**src/rtl/tcpu_pkg.sv**
```systemverilog
// Shared types and constants for the toy CPU execute unit.
`default_nettype none
package tcpu_pkg;

  localparam int NUM_REGS  = 8;
  localparam int RF_AW     = (NUM_REGS > 1) ? $clog2(NUM_REGS) : 1;
  localparam int ADDR_BITS = 16;
  localparam int DW        = 16;
  localparam int OP_W      = 5;
  localparam int REG_W     = 3;

  localparam logic [DW-1:0] PC_RESET  = 16'h0000;
  localparam logic [DW-1:0] STACK_TOP = 16'h7FFF;
  localparam logic [DW-1:0] IO_BASE   = 16'hC000;

  typedef enum logic [OP_W-1:0] {
    OP_MOV  = 5'd0,
    OP_MOVI = 5'd1,
    OP_LD   = 5'd2,
    OP_ST   = 5'd3,
    OP_ADD  = 5'd4,
    OP_SUB  = 5'd5,
    OP_CMP  = 5'd6,
    OP_AND  = 5'd7,
    OP_OR   = 5'd8,
    OP_XOR  = 5'd9,
    OP_SHL  = 5'd10,
    OP_SHR  = 5'd11,
    OP_JMP  = 5'd12,
    OP_JZ   = 5'd13,
    OP_JNZ  = 5'd14,
    OP_CALL = 5'd15,
    OP_RET  = 5'd16,
    OP_PUSH = 5'd17,
    OP_POP  = 5'd18,
    OP_IN   = 5'd19,
    OP_OUT  = 5'd20,
    OP_HALT = 5'd21
  } op_t;

  typedef enum logic [1:0] {
    FLT_NONE    = 2'd0,
    FLT_OVF     = 2'd1,
    FLT_UNF     = 2'd2,
    FLT_UNKNOWN = 2'd3
  } fault_t;

  typedef struct packed {
    logic             en;
    logic [RF_AW-1:0] addr;
    logic [DW-1:0]    data;
  } rf_wr_t;

  typedef struct packed {
    logic                 we;
    logic                 re;
    logic [ADDR_BITS-1:0] addr;
    logic [DW-1:0]        wdata;
  } dmem_req_t;

endpackage
`default_nettype wire

```
**src/rtl/tcpu_regfile.sv**
```systemverilog
// Register file: two registered read ports, one write port.
`default_nettype none
module tcpu_regfile (
  input  wire logic                      clk,
  input  wire logic                      rd_en,
  input  wire logic [tcpu_pkg::RF_AW-1:0] rd_addr_a,
  input  wire logic [tcpu_pkg::RF_AW-1:0] rd_addr_b,
  input  wire tcpu_pkg::rf_wr_t          wr,
  output logic      [tcpu_pkg::DW-1:0]    rdata_a,
  output logic      [tcpu_pkg::DW-1:0]    rdata_b
);

  logic [tcpu_pkg::DW-1:0] mem [tcpu_pkg::NUM_REGS];

  always_ff @(posedge clk) begin
    if (wr.en) begin
      mem[wr.addr] <= wr.data;
    end
    if (rd_en) begin
      rdata_a <= mem[rd_addr_a];
      rdata_b <= mem[rd_addr_b];
    end
  end

endmodule
`default_nettype wire

```
**config.mk**
```make
export PLATFORM = sky130hd
export DESIGN_NAME = tcpu_regfile
export DESIGN_NICKNAME = d
export VERILOG_FILES = /design/src/rtl/tcpu_pkg.sv /design/src/rtl/tcpu_regfile.sv
export SDC_FILE = /design/constraint.sdc
export NUM_CORES = 1
export LEC_CHECK = 0
export ABC_CLOCK_PERIOD_IN_PS = 1600
export BUFFER_PORTS_ARGS = -buffer_cell sky130_fd_sc_hd__buf_2
export CAP_MARGIN = 10
export CORE_ASPECT_RATIO = 1.2
export CORE_MARGIN = 2
export CORE_UTILIZATION = 35
export DETAILED_ROUTE_END_ITERATION = 10
export GPL_ROUTABILITY_DRIVEN = 0
export PLACE_DENSITY_LB_ADDON = 0.3
export SLEW_MARGIN = 20
export SYNTH_ARGS = -nofsm -noshare
export SYNTH_HDL_FRONTEND = slang
export SYNTH_SLANG_ARGS = --single-unit
```
**constraint.sdc**
```tcl
create_clock -name clk -period 1.6 [get_ports clk]
set_input_delay 0 -clock clk [delete_from_list [all_inputs] [get_ports clk]]
set_output_delay 0 -clock clk [all_outputs]
set_load 0.005 [all_outputs]
```
Yosys cells after proc, flatten, opt, wreduce, memory -nomap -nowiden. Memories as Yosys holds them, arrays and structs flattened. A register that Yosys moved wholly into a read port is not among the register bits. Index checks and enable logic that the tools add are counted.

Mux-type cells: 2.

Operators by type and width (count): $mux W1 (2).

Output and inout bits: 32. Bits of input ports: 28. Flip-flop bits (word level): 0. RAM bits: 128. Memories kept: 1. Logic and storage cells: 3.

Memories: mem (words 8, width 16, read ports 2, clocked after memory_dff 2, wr ports 1, RTL line tcpu_regfile.sv:13) `logic [tcpu_pkg::DW-1:0] mem [tcpu_pkg::NUM_REGS];`.

Logic depth before layout (Yosys ltp). Gate-level depths: netlist of run 1.

Depth after elaboration: 2. Depth in mapped cells: 4. Gate-level depth less buffers: 2.

Worst setup path after synthesis of run 1. OpenSTA, ideal clock, no wires.

Path kind: input port to flip-flop. Start: in wr[18] (netlist bit). End: mem mem[0][0] (netlist bit), enable pin. Stages on the path: 2. Setup slack: -0.123 ns. Path buffers: 0. Setup time: 0.409 ns. Data required time: 1.191 ns. Data arrival time: 1.313 ns. Cells stage by stage: nand2b_1 > nor3_1.

RTL lines: from (decl) (RTL line tcpu_regfile.sv:8) `input wire tcpu_pkg::rf_wr_t wr,`; to (decl) (RTL line tcpu_regfile.sv:13).

Straight into the memory's write port.

==> results of run 1 <==
sequential cells by signal (all words and copies together) (netlist names):
name     flops
mem        128
rdata_a     16
rdata_b     16
how the worst max path moves through the flow:
stage	to	depth (start not counted)
2_1_floorplan	rdata_a[7]	2
3_3_place_gp	rdata_b[2]	4
3_5_place_dp	rdata_a[12]	4
4_1_cts	rdata_b[11]	2
5_1_grt	rdata_a[6]	2
6_report	rdata_b[6]	2
worst register-to-register path, stage by stage, from the launching register on:
cell and delay, ps:
edfxtp_1 400, mux4_1 510, mux2_2 280
synthesized netlist by cell type:
| cell type | number | share of area, % |
|---|---|---|
| nor2_1 | 6 | 0.32 |
| mux2_2 | 32 | 5.1 |
| nand2_1 | 2 | 0.11 |
| clkbuf_1 | 2 | 0.11 |
| mux4_1 | 56 | 21 |
| mux4_2 | 8 | 2.6 |
| buf_6 | 8 | 1.3 |
| clkbuf_2 | 2 | 0.14 |
| edfxtp_1 | 160 | 69 |
| nand2b_1 | 3 | 0.27 |
| nor3_1 | 2 | 0.14 |
| buf_1 | 6 | 0.32 |
power groups by stage:
| stage | Clock [mW] | Sequential, mW | Combinational, mW |
|---|---|---|---|
| 2_1_floorplan | 0 | 4.96 | 0.400 |
| 3_3_place_gp | 0 | 4.96 | 0.687 |
| 3_5_place_dp | 0 | 4.97 | 0.701 |
| 4_1_cts | 4.18 | 4.88 | 0.736 |
| 5_1_grt | 4.37 | 4.90 | 0.775 |
| 6_report | 4.11 | 4.88 | 0.720 |
cell families after synthesis:
| group | count (synthesis) | synth area share [%] |
|---|---|---|
| buf+inv | 18 | 1.86 |
| simple gates | 13 | 0.839 |
| flops | 160 | 68.6 |
| mux | 96 | 28.7 |
per-stage QoR:
step | power (mW) | hold WS (ps) | utilization (%) | instance area [um^2] | std cells
floorplan | 5.36 | 98.9 | - | 7020 | 287
global placement | 5.65 | 259 | 39.4 | 7730 | 606
detailed placement | 5.67 | 270 | 39.4 | 7730 | 606
CTS | 9.80 | 139 | 43.3 | 8490 | 653
global route | 10.0 | 149 | 43.3 | 8490 | 653
finish | 9.71 | 145 | 43.3 | 8490 | 653
per-layer routing:
metal | global-route usage, % | part of all wire (%) | vias up
met5 | 0 | 0 | -
met2 | 24.8 | 53 | 75
met4 | 4.30 | 1.3 | 0
li1 | - | - | 1491
met1 | 17.0 | 42 | 1775
met3 | 2.87 | 3.9 | 14
cell type report:
type / count / area [um^2]
flip-flops and latches: 160 / 4800
clock buffers: 19 / 433
multi-input cells: 109 / 2080
fillers: 1700 / 11100
repair buffers: 92 / 683
well taps: 261 / 327
clock inverters: 12 / 166
==> impl_metrics.py, run 1 <==
metrics = {
    "routing": {
        "drc": 0,
        "drt_iter0_markers": 237,
        "vias": 3355,
        "ant_nets": 0,
        "avgRoutedWirePerCell_um": 21.8,
        "drt_wl_total_um": 14200,
        "viasPerCell": 5.14,
        "first_pass_iters": 4,
    },
    "final_layout": {
        "diodes": 0,
        "area_growth_pct": 21.3,
        "fin_nets": 408,
        "layout_commonest_cell": "edfxtp_1",
        "drive_gt1_share_pct": 37.0,
        "mostFrequentLayoutCells": "edfxtp_1 (160), buf_2 (59), mux4_1 (56)",
    },
    "placed_design": {
        "hpwl_um": 7830,
        "place_ws_ps": 110,
        "port_buffers": 59,
    },
    "pwr": {
        "vdd_drop_max_mv": 0.622,
        "combPwrFrac_pct": 7.4,
        "clkPwrFrac_pct": 42.4,
        "p_int_mw": 7.80,
        "sw_frac_of_total_pct": 19.7,
        "p_sw_mw": 1.91,
        "p_per_area_mw_per_mm2": 1140,
        "power.leakage_nw": 2.97,
        "power_frac_seq_pct": 50.2,
    },
    "yosys": {
        "synth_cell_types": 12,
        "yosysSeqAreaShare_pct": 68.6,
        "syn-instance-count": 287,
        "yosysWarnings": 0,
        "synthesis.area_mm2": 0.00701,
        "synth_nets": 315,
        "synth-seq-cells": 160,
        "avgSynthCellArea_um2": 24.4,
    },
    "setup_path": {
        "rr_worst_depth": 2,
        "slowest_delay_ps": 510,
        "crit_arrival_ps": 1600,
        "r2r_slack_ps": 160,
        "worstSetupStartpoint": "mem[3][6]",
        "path_max_fanout": 2,
        "crit_slowest_cell": "mux4_1",
        "cp.required_ps": 1750,
        "crit_buf_inv": 0,
        "r2r_end": "rdata_b[6]",
        "cp_cell_sequence": "mux4_1, mux2_2",
        "critPathLaunchType": "flip-flop",
        "regToRegStartpoint": "mem[3][6]",
        "end_kind": "flip-flop",
        "cp_top_family": "multiplexers",
        "critPathKind": "reg -> reg",
    },
    "timing": {
        "relSlewSlack_pct": 64.0,
        "final-hold-violation-count": 0,
        "max_freq_mhz": 693,
        "final_max_slew_viol_count": 0,
        "clock_skew_ps": 7.30,
        "worst_slew_pin_slew_ps": 540,
        "period_needed_ps": 1440,
        "min_period_over_period_pct": 90.2,
        "setup-violations-final": 0,
        "rsz0062_at_grt": "false",
        "setup_ws_ps": 157,
        "tns_ps": 0,
    },
    "worst_hold_path": {
        "hp-start": "rd_addr_b[1]",
        "hold_depth": 3,
        "hold_class": "in -> reg",
        "whs_endpoint": "rdata_b[12]",
    },
    "global_routing": {
        "track_usage_pct": 13.9,
        "grt_pass1_wl_um": 21300,
        "antenna_found_initial": 0,
        "grt_max_degree": 33,
        "grt_overflow": 0,
        "grt_pass1_vias": 3581,
    },
    "flow_run": {
        "maxCapViolCount": 0,
    },
    "clocking": {
        "clk_pin_slew_ps": 60,
        "cts-root-buf": "clkbuf_16",
        "clk_path_buf_depth": 2,
        "cts_tree": "yes",
        "clk_latency_ps": 410,
        "h-tree-depth": 4,
        "cts.sinks": 160,
        "post_cts_buffers": 0,
        "cts.repair.resized": 0,
        "hold_buffers": 16,
        "numCtsBuffers": 17,
    },
    "floorplan": {
        "dieWidth_um": 133,
        "row_count": 56,
        "start_util_pct": 35.7,
        "chipHeight_um": 159,
        "die-area_mm2": 0.0212,
        "core_mm2": 0.0196,
        "io_pins": 60,
    },
    "run_status": {
        "run_status": "finished, final reports clean",
    },
}
No activity file was read; power rests on OpenSTA's default activity.
==> run 2, diff against run 1 <==
--- a/config.mk
+++ b/config.mk
@@ -13,7 +13,6 @@
 export CORE_UTILIZATION = 35
 export DETAILED_ROUTE_END_ITERATION = 10
 export GPL_ROUTABILITY_DRIVEN = 0
-export PLACE_DENSITY_LB_ADDON = 0.3
 export SLEW_MARGIN = 20
 export SYNTH_ARGS = -nofsm -noshare
 export SYNTH_HDL_FRONTEND = slang
==> constraint.sdc (replaced) <==
create_clock -name clk -period 1.6 [get_ports clk]
set_input_delay 0 -clock clk [delete_from_list [all_inputs] [get_ports clk]]
set_output_delay 0 -clock clk [all_outputs]
set_load 0.02 [all_outputs]
==> impl_metrics.py, run 2 (synthesis results as in run 1) <==
metrics = {
    "run_status": {
        "run_status": "finished, final reports clean",
    },
    "pwr": {
        "sw_frac_of_total_pct": 21.3,
        "vdd_drop_max_mv": 0.768,
        "p_sw_mw": 2.03,
        "power.leakage_nw": 2.97,
        "clkPwrFrac_pct": 40.5,
        "p_per_area_mw_per_mm2": 1120,
        "power_frac_seq_pct": 51.1,
        "combPwrFrac_pct": 8.3,
        "p_int_mw": 7.51,
    },
    "timing": {
        "min_period_over_period_pct": 90.6,
        "setup-violations-final": 0,
        "period_needed_ps": 1450,
        "final_max_slew_viol_count": 0,
        "setup_ws_ps": 150,
        "worst_slew_pin_slew_ps": 343,
        "final-hold-violation-count": 0,
        "tns_ps": 0,
        "relSlewSlack_pct": 77.1,
        "clock_skew_ps": 5.43,
        "max_freq_mhz": 690,
        "rsz0062_at_grt": "false",
    },
    "flow_run": {
        "maxCapViolCount": 0,
    },
    "final_layout": {
        "reg_top3": "mem x128, rdata_a x16, rdata_b x16",
        "fin_nets": 412,
        "largest_reg_flops": 128,
        "area_growth_pct": 21.3,
        "fill_cells": 1696,
        "diodes": 0,
        "layout_commonest_cell": "edfxtp_1",
        "mostFrequentLayoutCells": "edfxtp_1 (160), buf_2 (59), mux4_1 (56)",
        "regMostFlops": "mem",
        "seq_area_mm2": 0.00480,
        "drive_gt1_share_pct": 37.5,
        "multi_input_area_mm2": 0.00208,
    },
    "floorplan": {
        "die-area_mm2": 0.0212,
        "start_util_pct": 35.7,
        "row_count": 56,
        "io_pins": 60,
        "core_mm2": 0.0196,
        "chipHeight_um": 159,
        "dieWidth_um": 133,
    },
    "setup_path": {
        "end_kind": "flip-flop",
        "critPathLaunchType": "flip-flop",
        "path_max_fanout": 2,
        "cp.required_ps": 1760,
        "critPathKind": "reg -> reg",
        "crit_arrival_ps": 1610,
    },
    "placed_design": {
        "hpwl_um": 8360,
        "place_ws_ps": 121,
        "port_buffers": 59,
    },
    "clocking": {
        "clk_latency_ps": 410,
        "cts_tree": "yes",
        "cts.repair.resized": 0,
        "clk_path_buf_depth": 2,
        "h-tree-depth": 4,
        "cts-root-buf": "clkbuf_16",
        "clk_pin_slew_ps": 60,
        "numCtsBuffers": 17,
        "cts.sinks": 160,
    },
    "global_routing": {
        "antenna_found_initial": 0,
        "grt_pass1_vias": 3561,
        "grt_max_degree": 33,
        "grt_pass1_wl_um": 20800,
        "grt_overflow": 0,
        "track_usage_pct": 13.5,
    },
    "routing": {
        "drt_wl_total_um": 13700,
        "drc": 0,
        "avgRoutedWirePerCell_um": 20.9,
        "drt_iter0_markers": 199,
        "viasPerCell": 5.07,
        "first_pass_iters": 6,
        "vias": 3337,
        "ant_nets": 0,
    },
    "worst_hold_path": {
        "hold_class": "in -> reg",
    },
}
==> run 2: worst paths after layout <==
check,start,to,slack [ps],cells after the start
worst max-delay path,mem[3][2],rdata_b[2],150,2
worst min-delay path,rd_en,rdata_b[6],70,2
worst max register to register,mem[3][2],rdata_b[2],150,2
worst min register to register,mem[0][5],rdata_b[5],770,2
==> run 2: final cells by class <==
cell class                 instances  area share [%]
multi-input combinational        109            24.5
timing repair buffer              96            8.39
sequential                       160            56.6
clock inverter                    14            1.66
tap                              261            3.84
clock buffer                      18            5.05
==> run 2: timing repair <==
| item | 4_1_cts | 5_1_grt |
|---|---|---|
| setup buffers | 0 | 0 |
| hold buffers | 16 | 0 |
| hold endpoints to repair | 128 | 0 |
==> run 2: critical path: stages (launching register included) <==
cell      delay (ps)
edfxtp_1         380
mux4_1           520
mux2_2           290
==> run 2: metrics by stage <==
step           std cells  hold WS, ps  utilization, %  total power, mW  instance area [um^2]
2_1_floorplan        287         98.9               -             5.44                  7020
3_3_place_gp         610          257            39.6             5.72                  7760
3_5_place_dp         610          274            39.6             5.75                  7760
4_1_cts              658         60.6            43.3             9.64                  8500
5_1_grt              658         64.0            43.3             9.86                  8500
6_report             658         68.0            43.3             9.54                  8500
==> run 2: power groups by stage <==
| stage | Combinational [mW] | Clock (mW) | Sequential (mW) |
|---|---|---|---|
| finish | 0.796 | 3.87 | 4.88 |
| detailed placement | 0.779 | 0 | 4.97 |
| global route | 0.852 | 4.12 | 4.90 |
| global placement | 0.766 | 0 | 4.96 |
| CTS | 0.812 | 3.94 | 4.88 |
| floorplan | 0.400 | 0 | 5.04 |
==> run 2: layer usage <==
| layer | GRT usage (%) | vias to the layer above | wire [um] |
|---|---|---|---|
| li1 | - | 1500 | - |
| met1 | 16.2 | 1748 | 5650 |
| met2 | 24.2 | 80 | 7450 |
| met3 | 3.02 | 9 | 519 |
| met4 | 3.97 | 0 | 99 |
| met5 | 0 | - | 0 |
==> run 3, diff against run 2 <==
--- a/config.mk
+++ b/config.mk
@@ -5,7 +5,7 @@
 export SDC_FILE = /design/constraint.sdc
 export NUM_CORES = 1
 export LEC_CHECK = 0
-export ABC_CLOCK_PERIOD_IN_PS = 1600
+export ABC_CLOCK_PERIOD_IN_PS = 1480
 export BUFFER_PORTS_ARGS = -buffer_cell sky130_fd_sc_hd__buf_2
 export CAP_MARGIN = 10
 export CORE_ASPECT_RATIO = 1.2
==> constraint.sdc (replaced) <==
create_clock -name clk -period 1.48 [get_ports clk]
set_input_delay 0 -clock clk [delete_from_list [all_inputs] [get_ports clk]]
set_output_delay 0 -clock clk [all_outputs]
set_load 0.02 [all_outputs]
==> impl_metrics.py, run 3 (synthesis results as in run 1) <==
metrics = {
    "worst_hold_path": {
        "hold_class": "in -> reg",
        "hold_depth": 2,
    },
    "timing": {
        "relSlewSlack_pct": 84.2,
        "worst_slew_pin_slew_ps": 238,
        "period_needed_ps": 1450,
        "tns_ps": 0,
        "rsz0062_at_grt": "false",
        "final_max_slew_viol_count": 0,
        "clock_skew_ps": 6.16,
        "max_freq_mhz": 691,
        "setup-violations-final": 0,
        "final-hold-violation-count": 0,
        "min_period_over_period_pct": 97.7,
        "setup_ws_ps": 33.3,
        "whs_ps": 62.6,
    },
    "routing": {
        "drt_wl_total_um": 13900,
        "drc": 0,
        "ant_nets": 0,
        "first_pass_iters": 4,
        "avgRoutedWirePerCell_um": 21.0,
        "vias": 3341,
        "drt_iter0_markers": 156,
        "viasPerCell": 5.06,
    },
    "final_layout": {
        "largest_reg_flops": 128,
        "layout_commonest_cell": "edfxtp_1",
        "final_util_pct": 43.8,
        "mostFrequentLayoutCells": "edfxtp_1 (160), buf_2 (59), mux4_1 (54)",
        "fin_nets": 413,
        "regMostFlops": "mem",
        "reg_top3": "mem x128, rdata_a x16, rdata_b x16",
        "area_growth_pct": 22.8,
        "drive_gt1_share_pct": 38.7,
    },
    "floorplan": {
        "dieWidth_um": 133,
        "io_pins": 60,
        "die-area_mm2": 0.0212,
        "row_count": 56,
        "start_util_pct": 35.7,
        "core_mm2": 0.0196,
        "chipHeight_um": 159,
    },
    "clocking": {
        "clk_latency_ps": 410,
        "clk_path_buf_depth": 2,
        "cts.sinks": 160,
        "cts-root-buf": "clkbuf_16",
        "h-tree-depth": 4,
        "numCtsBuffers": 17,
        "clk_pin_slew_ps": 60,
        "cts_tree": "yes",
    },
    "setup_path": {
        "path_max_fanout": 2,
        "slowest_delay_ps": 520,
        "crit_slowest_cell": "mux4_1",
        "crit_arrival_ps": 1610,
        "crit_buf_inv": 0,
        "crit_cells": 2,
        "cp_cell_sequence": "mux4_1, mux2_2",
        "end_kind": "flip-flop",
        "rr_worst_depth": 2,
        "cp_top_family": "multiplexers",
        "cp.required_ps": 1640,
        "critPathKind": "reg -> reg",
        "critPathLaunchType": "flip-flop",
    },
    "pwr": {
        "power.leakage_nw": 3.00,
        "vdd_drop_max_mv": 0.802,
        "p_total_mw": 10.5,
        "p_per_area_mw_per_mm2": 1230,
    },
    "global_routing": {
        "track_usage_pct": 13.7,
        "grt_pass1_wl_um": 21100,
        "grt_pass1_vias": 3670,
        "grt_max_degree": 33,
        "grt_overflow": 0,
        "antenna_found_initial": 1,
    },
    "placed_design": {
        "place_ws_ps": 0.772,
        "hpwl_um": 8640,
        "port_buffers": 59,
    },
    "run_status": {
        "run_status": "finished, final reports clean",
    },
    "flow_run": {
        "maxCapViolCount": 0,
    },
}
-- run 3: cell count changes in the layout (fill, tap and decap cells not counted), moves of 2 or more --
cell and change:
clkinv_1 -4, clkbuf_1 +2, buf_12 +6, buf_4 -5, mux4_2 +2, mux4_1 -2
-- run 3: final cells by class --
class	instances	area [um^2]
Antenna cell	1	2.50
Clock buffer	20	437
Clock inverter	12	160
Fill cell	1684	11000
Multi-Input combinational cell	109	2070
Sequential cell	160	4800
Tap cell	261	327
Timing Repair Buffer	97	796
-- run 3: worst paths after layout --
path / start / slack [ps] / to
hold / removal: rd_en / 60 / rdata_b[6]
setup / recovery: mem[3][7] / 30 / rdata_a[7]
setup reg to reg: mem[3][7] / 30 / rdata_a[7]
hold reg to reg: mem[0][3] / 770 / rdata_a[3]
-- run 3: stage by stage --
stage | instances | area [um^2]
after floorplan | 287 | 7020
after global placement | 611 | 7850
after detailed placement | 611 | 7850
after CTS | 659 | 8600
after global routing | 660 | 8600
final | 660 | 8600
-- run 3: power by group --
part           switching [mW]  total (mW)  internal [mW]  leakage, nW
registers              0.0677        5.28           5.21         1.48
logic                   0.430       0.881          0.451         1.25
clock network            1.72        4.39           2.67        0.277
-- run 3: layer usage --
metal  vias up  routed length [um]  global-route usage, %
met2        65                7580                   25.1
met5         -                   0                      0
met1      1762                5690                   15.6
met3        13                 444                   2.80
met4         0                 176                   5.17
li1       1501                   -                      -
-- run 3: timing repair --
action | in CTS | in global routing
buffers inserted | 0 | 0
endpoints found under the hold margin | 128 | 0
resized for setup | 0 | 2
setup endpoints to repair | 0 | 1
hold buffers | 16 | 0
